===== src/rtl/core/signed_binary_to_decimal_ascii_macros.svh =====
// ----------------------------------------------------------------------------
// Assertion macros for the signed binary to decimal ASCII converter
// Clocked implication checks; empty when SYNTHESIS is defined.
// ----------------------------------------------------------------------------
`ifndef SIGNED_BINARY_TO_DECIMAL_ASCII_MACROS_SVH
`define SIGNED_BINARY_TO_DECIMAL_ASCII_MACROS_SVH

`ifndef SYNTHESIS
// same-cycle implication
`define SBDA_ASSERT_NOW(label, clk, rst_n, ante, cons) \
    label: assert property (@(posedge clk) disable iff (!(rst_n)) (ante) |-> (cons)) \
        else $error("sbda assertion failed");
// next-cycle implication
`define SBDA_ASSERT_NEXT(label, clk, rst_n, ante, cons) \
    label: assert property (@(posedge clk) disable iff (!(rst_n)) (ante) |=> (cons)) \
        else $error("sbda assertion failed");
`else
`define SBDA_ASSERT_NOW(label, clk, rst_n, ante, cons)
`define SBDA_ASSERT_NEXT(label, clk, rst_n, ante, cons)
`endif

`endif


===== src/rtl/core/sbda_pkg.sv =====
// ----------------------------------------------------------------------------
// sbda_pkg
// Shared constants and types of the signed binary to decimal ASCII converter.
// ----------------------------------------------------------------------------
package sbda_pkg;

    localparam int VALUE_WIDTH_DEF = 32;
    localparam int DIGIT_W         = 4;
    localparam int CHAR_W          = 6;

    localparam logic [CHAR_W-1:0] CHAR_ZERO  = 6'd48;
    localparam logic [CHAR_W-1:0] CHAR_NINE  = 6'd57;
    localparam logic [CHAR_W-1:0] CHAR_MINUS = 6'd45;

    // control for every cell of the digit row
    typedef struct packed {
        logic clear;    // zero the digit
        logic dabble;   // add-3 correction, then shift one magnitude bit in
        logic shift;    // take the lower neighbor's digit
    } t_cell_ctrl;

endpackage


===== src/rtl/core/sbda_cell.sv =====
// ----------------------------------------------------------------------------
// sbda_cell
// One BCD digit of the double-dabble row: add-3 correction and shift.
// ----------------------------------------------------------------------------
module sbda_cell (
    input  logic                              i_clk,
    input  sbda_pkg::t_cell_ctrl              i_ctrl,
    input  logic                              i_bit,
    input  logic [sbda_pkg::DIGIT_W-1:0]      i_digit,
    output logic                              o_carry,
    output logic [sbda_pkg::DIGIT_W-1:0]      o_digit
);

    logic [sbda_pkg::DIGIT_W-1:0] r_digit;
    logic [sbda_pkg::DIGIT_W-1:0] n_digit;
    logic [sbda_pkg::DIGIT_W-1:0] w_adj;

    assign w_adj = (r_digit >= sbda_pkg::DIGIT_W'(5)) ? r_digit + sbda_pkg::DIGIT_W'(3)
                                                      : r_digit;

    always_comb begin
        n_digit = r_digit;
        if (i_ctrl.clear) begin
            n_digit = '0;
        end else if (i_ctrl.dabble) begin
            n_digit = {w_adj[sbda_pkg::DIGIT_W-2:0], i_bit};
        end else if (i_ctrl.shift) begin
            n_digit = i_digit;
        end
    end

    always_ff @(posedge i_clk) begin
        r_digit <= n_digit;
    end

    assign o_carry = w_adj[sbda_pkg::DIGIT_W-1];
    assign o_digit = r_digit;

endmodule


===== src/rtl/core/sbda_row.sv =====
// ----------------------------------------------------------------------------
// sbda_row
// Row of BCD digit cells; the top cell holds the most significant digit.
// ----------------------------------------------------------------------------
module sbda_row #(
    parameter int NDIGITS = 10
) (
    input  logic                              i_clk,
    input  sbda_pkg::t_cell_ctrl              i_ctrl,
    input  logic                              i_bit,
    output logic [sbda_pkg::DIGIT_W-1:0]      o_top
);

    logic                         w_carry [NDIGITS];
    logic [sbda_pkg::DIGIT_W-1:0] w_digit [NDIGITS];

    for (genvar g = 0; g < NDIGITS; g++) begin : g_cell
        logic                         w_bit_in;
        logic [sbda_pkg::DIGIT_W-1:0] w_digit_in;

        if (g == 0) begin : g_first
            assign w_bit_in   = i_bit;
            assign w_digit_in = '0;
        end else begin : g_next
            assign w_bit_in   = w_carry[g-1];
            assign w_digit_in = w_digit[g-1];
        end

        sbda_cell u_cell (
            .i_clk   (i_clk),
            .i_ctrl  (i_ctrl),
            .i_bit   (w_bit_in),
            .i_digit (w_digit_in),
            .o_carry (w_carry[g]),
            .o_digit (w_digit[g])
        );
    end

    // the top carry stays low: the row is sized for the full magnitude
    assign o_top = w_digit[NDIGITS-1] | {sbda_pkg::DIGIT_W{1'b0 & w_carry[NDIGITS-1]}};

endmodule


===== src/rtl/core/signed_binary_to_decimal_ascii.sv =====
// ----------------------------------------------------------------------------
// signed_binary_to_decimal_ascii
// Signed integer in, decimal ASCII text out, one character at a time.
// ----------------------------------------------------------------------------
// Input channel: i_in_valid / o_in_stall carry i_value, a two's complement
// integer of VALUE_WIDTH bits. Output channel: o_out_valid / i_out_stall
// carry o_character ('-' or '0'..'9') and o_last, high on the final
// character of each number. Leading zeros are dropped; zero prints as '0'.
// Operation: the magnitude enters the row of BCD digit cells one bit per
// cycle, then leading zero digits are shifted out at one per cycle, then
// the sign and digits leave one per cycle while the output is not stalled.
// Per number, the bit-serial dabble through the digit row takes most of
// the time. The first character is loaded once the leading zeros are
// skipped; for a negative number it is the '-'.
// One number is converted at a time; o_in_stall is low only when idle.
// An output stall holds the current character and, while characters are being emitted, pauses the digit row.
// Reset (synchronous, active low) returns to idle and drops any pending
// output; no clearing pass is needed.
// ----------------------------------------------------------------------------
`include "signed_binary_to_decimal_ascii_macros.svh"

module signed_binary_to_decimal_ascii #(
    parameter int VALUE_WIDTH = sbda_pkg::VALUE_WIDTH_DEF
) (
    input  logic                            i_clk,
    input  logic                            i_rst_n,
    input  logic                            i_in_valid,
    output logic                            o_in_stall,
    input  logic signed [VALUE_WIDTH-1:0]   i_value,
    output logic                            o_out_valid,
    input  logic                            i_out_stall,
    output logic [sbda_pkg::CHAR_W-1:0]     o_character,
    output logic                            o_last
);

    // digits of 2^VALUE_WIDTH, enough for any magnitude
    localparam int NDIGITS = (VALUE_WIDTH * 77) / 256 + 1;
    localparam int BCNT_W  = $clog2(VALUE_WIDTH + 1);
    localparam int LEFT_W  = $clog2(NDIGITS + 1);

    typedef enum logic [3:0] {
        S_IDLE = 4'b0001,
        S_CONV = 4'b0010,
        S_SKIP = 4'b0100,
        S_EMIT = 4'b1000
    } t_state;

    t_state                        r_state, n_state;
    logic [VALUE_WIDTH-1:0]        r_mag, n_mag;
    logic                          r_neg, n_neg;
    logic [BCNT_W-1:0]             r_bcnt, n_bcnt;
    logic [LEFT_W-1:0]             r_left, n_left;
    logic                          r_o_valid, n_o_valid;
    logic [sbda_pkg::CHAR_W-1:0]   r_o_char, n_o_char;
    logic                          r_o_last, n_o_last;

    logic                          w_accept;
    logic                          w_load_ok;
    logic [VALUE_WIDTH-1:0]        w_uvalue;
    logic [sbda_pkg::DIGIT_W-1:0]  w_top;
    sbda_pkg::t_cell_ctrl          w_ctrl;

    assign o_in_stall = (r_state != S_IDLE);
    assign w_accept   = i_in_valid && (r_state == S_IDLE);
    assign w_load_ok  = !r_o_valid || !i_out_stall;
    assign w_uvalue   = $unsigned(i_value);

    sbda_row #(
        .NDIGITS (NDIGITS)
    ) u_row (
        .i_clk  (i_clk),
        .i_ctrl (w_ctrl),
        .i_bit  (r_mag[VALUE_WIDTH-1]),
        .o_top  (w_top)
    );

    always_comb begin
        n_state   = r_state;
        n_mag     = r_mag;
        n_neg     = r_neg;
        n_bcnt    = r_bcnt;
        n_left    = r_left;
        n_o_valid = r_o_valid;
        n_o_char  = r_o_char;
        n_o_last  = r_o_last;
        w_ctrl    = '0;

        if (r_o_valid && !i_out_stall) begin
            n_o_valid = 1'b0;
        end

        unique case (r_state)
            S_IDLE: begin
                if (w_accept) begin
                    w_ctrl.clear = 1'b1;
                    n_neg   = w_uvalue[VALUE_WIDTH-1];
                    n_mag   = w_uvalue[VALUE_WIDTH-1] ? (~w_uvalue) + VALUE_WIDTH'(1)
                                                      : w_uvalue;
                    n_bcnt  = BCNT_W'(VALUE_WIDTH);
                    n_state = S_CONV;
                end
            end
            S_CONV: begin
                w_ctrl.dabble = 1'b1;
                n_mag  = r_mag << 1;
                n_bcnt = r_bcnt - BCNT_W'(1);
                if (r_bcnt == BCNT_W'(1)) begin
                    n_left  = LEFT_W'(NDIGITS);
                    n_state = S_SKIP;
                end
            end
            S_SKIP: begin
                // drop leading zeros, keep at least one digit
                if (w_top == '0 && r_left != LEFT_W'(1)) begin
                    w_ctrl.shift = 1'b1;
                    n_left = r_left - LEFT_W'(1);
                end else begin
                    n_state = S_EMIT;
                end
            end
            S_EMIT: begin
                if (w_load_ok) begin
                    n_o_valid = 1'b1;
                    if (r_neg) begin
                        n_o_char = sbda_pkg::CHAR_MINUS;
                        n_o_last = 1'b0;
                        n_neg    = 1'b0;
                    end else begin
                        w_ctrl.shift = 1'b1;
                        n_o_char = sbda_pkg::CHAR_ZERO
                                   + {{(sbda_pkg::CHAR_W-sbda_pkg::DIGIT_W){1'b0}}, w_top};
                        n_o_last = (r_left == LEFT_W'(1));
                        n_left   = r_left - LEFT_W'(1);
                        if (r_left == LEFT_W'(1)) begin
                            n_state = S_IDLE;
                        end
                    end
                end
            end
            default: begin
                n_state = S_IDLE;
            end
        endcase
    end

    always_ff @(posedge i_clk) begin
        if (!i_rst_n) begin
            r_state   <= S_IDLE;
            r_o_valid <= 1'b0;
        end else begin
            r_state   <= n_state;
            r_o_valid <= n_o_valid;
        end
    end

    always_ff @(posedge i_clk) begin
        r_mag    <= n_mag;
        r_neg    <= n_neg;
        r_bcnt   <= n_bcnt;
        r_left   <= n_left;
        r_o_char <= n_o_char;
        r_o_last <= n_o_last;
    end

    assign o_out_valid = r_o_valid;
    assign o_character = r_o_char;
    assign o_last      = r_o_last;

    `SBDA_ASSERT_NOW(a_char_range, i_clk, i_rst_n,
        r_o_valid && r_o_char != sbda_pkg::CHAR_MINUS,
        r_o_char >= sbda_pkg::CHAR_ZERO && r_o_char <= sbda_pkg::CHAR_NINE)
    `SBDA_ASSERT_NOW(a_minus_not_last, i_clk, i_rst_n,
        r_o_valid && r_o_char == sbda_pkg::CHAR_MINUS, !r_o_last)
    `SBDA_ASSERT_NEXT(a_accept_conv, i_clk, i_rst_n, w_accept, r_state == S_CONV)
    `SBDA_ASSERT_NOW(a_left_nonzero, i_clk, i_rst_n,
        r_state == S_SKIP || r_state == S_EMIT, r_left != '0)
    `SBDA_ASSERT_NEXT(a_last_to_idle, i_clk, i_rst_n,
        r_state == S_EMIT && w_load_ok && !r_neg && r_left == LEFT_W'(1),
        r_state == S_IDLE && r_o_valid && r_o_last)

endmodule

===== config.mk =====
export PLATFORM = sky130hd
export DESIGN_NAME = signed_binary_to_decimal_ascii
export DESIGN_NICKNAME = d
export VERILOG_FILES = /design/src/rtl/core/sbda_pkg.sv /design/src/rtl/core/sbda_cell.sv /design/src/rtl/core/sbda_row.sv /design/src/rtl/core/signed_binary_to_decimal_ascii.sv
export VERILOG_INCLUDE_DIRS = /design/src /design/src/rtl/core
export SDC_FILE = /design/constraint.sdc
export NUM_CORES = 1
export LEC_CHECK = 0
export ABC_AREA = 0
export BUFFER_PORTS_ARGS = -buffer_cell sky130_fd_sc_hd__buf_2
export CAP_MARGIN = 10
export CELL_PAD_IN_SITES_DETAIL_PLACEMENT = 1
export CELL_PAD_IN_SITES_GLOBAL_PLACEMENT = 1
export CORE_AREA = 2 2 114 116
export DETAILED_ROUTE_END_ITERATION = 12
export DIE_AREA = 0 0 116 118
export PLACE_DENSITY = 0.9
export SYNTH_ARGS = -nofsm -noshare
export SYNTH_HDL_FRONTEND = slang
export SYNTH_SLANG_ARGS = --single-unit
export TNS_END_PERCENT = 30

===== constraint.sdc =====
create_clock -name i_clk -period 3.25 [get_ports i_clk]
set_input_delay 0.65 -clock i_clk [delete_from_list [all_inputs] [get_ports i_clk]]
set_output_delay 0.65 -clock i_clk [all_outputs]
set_load 0.05 [all_outputs]

==> metrics.csv <==
metric,value,unit
ys_types,54,
maxCapViolCount,0,
diodes,0,
insertion_delay,0.35,ns
peakVddDrop,0.320,mV
worstHoldPathType,reg2reg,
cts-root-buf,clkbuf_16,
ioPinCount,45,
drtIter0Drc,192,
crit_required,3.50,ns
start_util,46.4,%
clockBufferDepth,2,
swShare,31.0,%
power.internal,0.00227,W
power.density,517,nW/um^2
dieHeight,118,um
nets,731,
synthCells,643,
syn_area,5760,um^2
rsz0062_at_grt,no,
grt_use_total,22.8,%
grt_pass1_wl,25100,um
port_buffers,43,
cts_tree,done,
hpwl,9930,um
place_area,6070,um^2
tns,0,ns
h-tree-depth,3,
critPathMaxFanout,44,
timing_worst_setup_path_type,reg2reg,
p_sw,0.00102,W
synth-seq-area-share,41.2,%
setup_ws,0.604,ns
setup_viol,0,
async_flop_share,0,%
yosysWarningCount,0,
cts-resized-gates,0,
syn_nets,705,
fmaxAchievable,378,MHz
antenna_found_initial,0,
comb_power_share,20.7,%
worstHoldPathCells,2,
clk_pin_slew,0.07,ns
syn_to_final_growth,10.4,%
p_total,0.00328,W
synth_edf_count,49,
clock_skew,0.00732,ns
fp.dieW,116,um
p_leak,2.19,nW
dieArea,13700,um^2
postCtsSetupBuffers,0,
core-area,12400,um^2
final_cell_mix,"77 x nand2_1, 66 x o21ai_0, 49 x edfxtp_1, 45 x dfxtp_1, 43 x buf_2",
grt_overflow,0,
routabilityCongestion,0.841,
relSlewSlack,49.7,%
remaining_drc_errors,0,
worst_pin_slew,0.752,ns
clock_sinks,94,
cp-start-kind,flip-flop,
wl_per_cell,17.5,um
worstPathArrival,2.89,ns
grt_pass1_vias,5206,
share_seq_of_total_power,46.6,%
via_count,4899,
place_ws,0.398,ns
wirelength,14800,um
cts_hold_buffers,0,
drive_gt1_share,12.3,%
rows,41,
finalMaxSlewViolations,0,
vias_per_cell,5.79,
final_common_cell,nand2_1,
ys_ff_latch,94,
synthFlopType,edfxtp_1,
hold_viol,0,
avgSynthCellArea,8.96,um^2
ant_nets,0,
status,"finished, final reports clean",
clkPwrFrac,32.6,%
first_pass_iters,4,
critPathCaptureType,flip-flop,
final.min_clock_period,2.65,ns
cts_made_buffers,9,
rr_worst_depth,5,
grt_max_degree,78,
period_share,81.4,%
stdcell_area,6360,um^2
[worst paths after layout]
check | end | startpoint | slack [ns]
worst max-delay path | u_row.g_cell[0].u_cell.o_digit[3] | r_state[3] | 0.60
worst min-delay path | u_row.g_cell[0].u_cell.o_digit[0] | r_mag[31] | 0.51
worst max register to register | u_row.g_cell[0].u_cell.o_digit[3] | r_state[3] | 0.60
worst min register to register | u_row.g_cell[0].u_cell.o_digit[0] | r_mag[31] | 0.51
[synthesized netlist by cell type (3+ instances only)]
cell      count  area, um^2
edfxtp_1     49        1470
inv_1        32         120
clkbuf_1     25        93.8
o41ai_1       7        61.3
o21ai_0      66         330
nor3_1       27         135
ha_1         26         325
o21ai_1       8        40.0
nor3b_1      10        75.1
xnor2_1      16         140
buf_6         3        33.8
mux2i_1      12         120
nand2_1      77         289
nand3_1      13        65.1
nor4_1        5        31.3
nor2_1       30         113
a31oi_1      18         113
o31ai_1      10        75.1
dfxtp_1      45         901
o211ai_1      9        67.6
a32oi_1       8        70.1
a211oi_2      9         113
nand2b_1     20         125
xor2_1       28         245
or4_1         3        22.5
or2_2         3        18.8
nor4b_1       6        52.6
a21oi_1      41         205
[through the flow]
step / instances / hold slack (ns) / utilization (%)
after floorplan: 643 / 0.471 / -
after global placement: 830 / 0.477 / 48.9
after detailed placement: 830 / 0.500 / 48.9
after CTS: 846 / 0.516 / 51.2
after global routing: 846 / 0.546 / 51.2
final: 846 / 0.514 / 51.2
[worst max-delay path: stages, from the launching register on]
cell,delay [ns]
dfxtp_1,0.38
or4b_1,0.68
or4_4,0.63
nand2_4,0.42
o31ai_1,0.16
a31o_2,0.27
[metal layers]
| metal | share of wire, % | wire (um) | global-route usage (%) | vias up |
|---|---|---|---|---|
| li1 | - | - | - | 2382 |
| met1 | 42 | 6260 | 27.6 | 2404 |
| met2 | 52 | 7710 | 39.7 | 87 |
| met3 | 3.2 | 466 | 4.12 | 26 |
| met4 | 2.3 | 333 | 8.56 | 0 |
| met5 | 0 | 0 | 0 | - |
[cell type report]
type,count,area (um^2)
timing repair buffer,50,268
multi-input combinational,482,3090
sequential,94,2370
inverter,32,120
fill,1491,6060
clock inverter,5,57.6
clock buffer,11,233
tap,172,215
[registers in the layout, summed over array words and instances, names as in the netlist]
signal and cells:
r_mag 32, u_row.g_cell.u_cell.o_digit 40, o_out_valid 1, o_character 5, o_last 1, r_bcnt 6, r_neg 1, r_state 4
r_left 4
[power by group through the flow]
stage	combinational [W]	clock (W)	sequential, W
2_1_floorplan	0.000501	0	0.00152
4_1_cts	0.000684	0.00108	0.00153
6_report	0.000681	0.00107	0.00153
3_5_place_dp	0.000672	0	0.00155
3_3_place_gp	0.000617	0	0.00154
5_1_grt	0.000769	0.00113	0.00155
[cells by family after synthesis]
kind of cell	after synthesis	share of synthesized area [%]
and+or+nand+nor	212	18.7
AOI/OAI and AO/OA	186	20.2
DFF	94	41.2
buffers and inverters	67	5.26
xor gates and xnor gates	44	6.69
adders and majority gates	26	5.65
muxes	13	2.28
other	1	0.0651
Note: power is estimated with default switching activity, not from simulation.
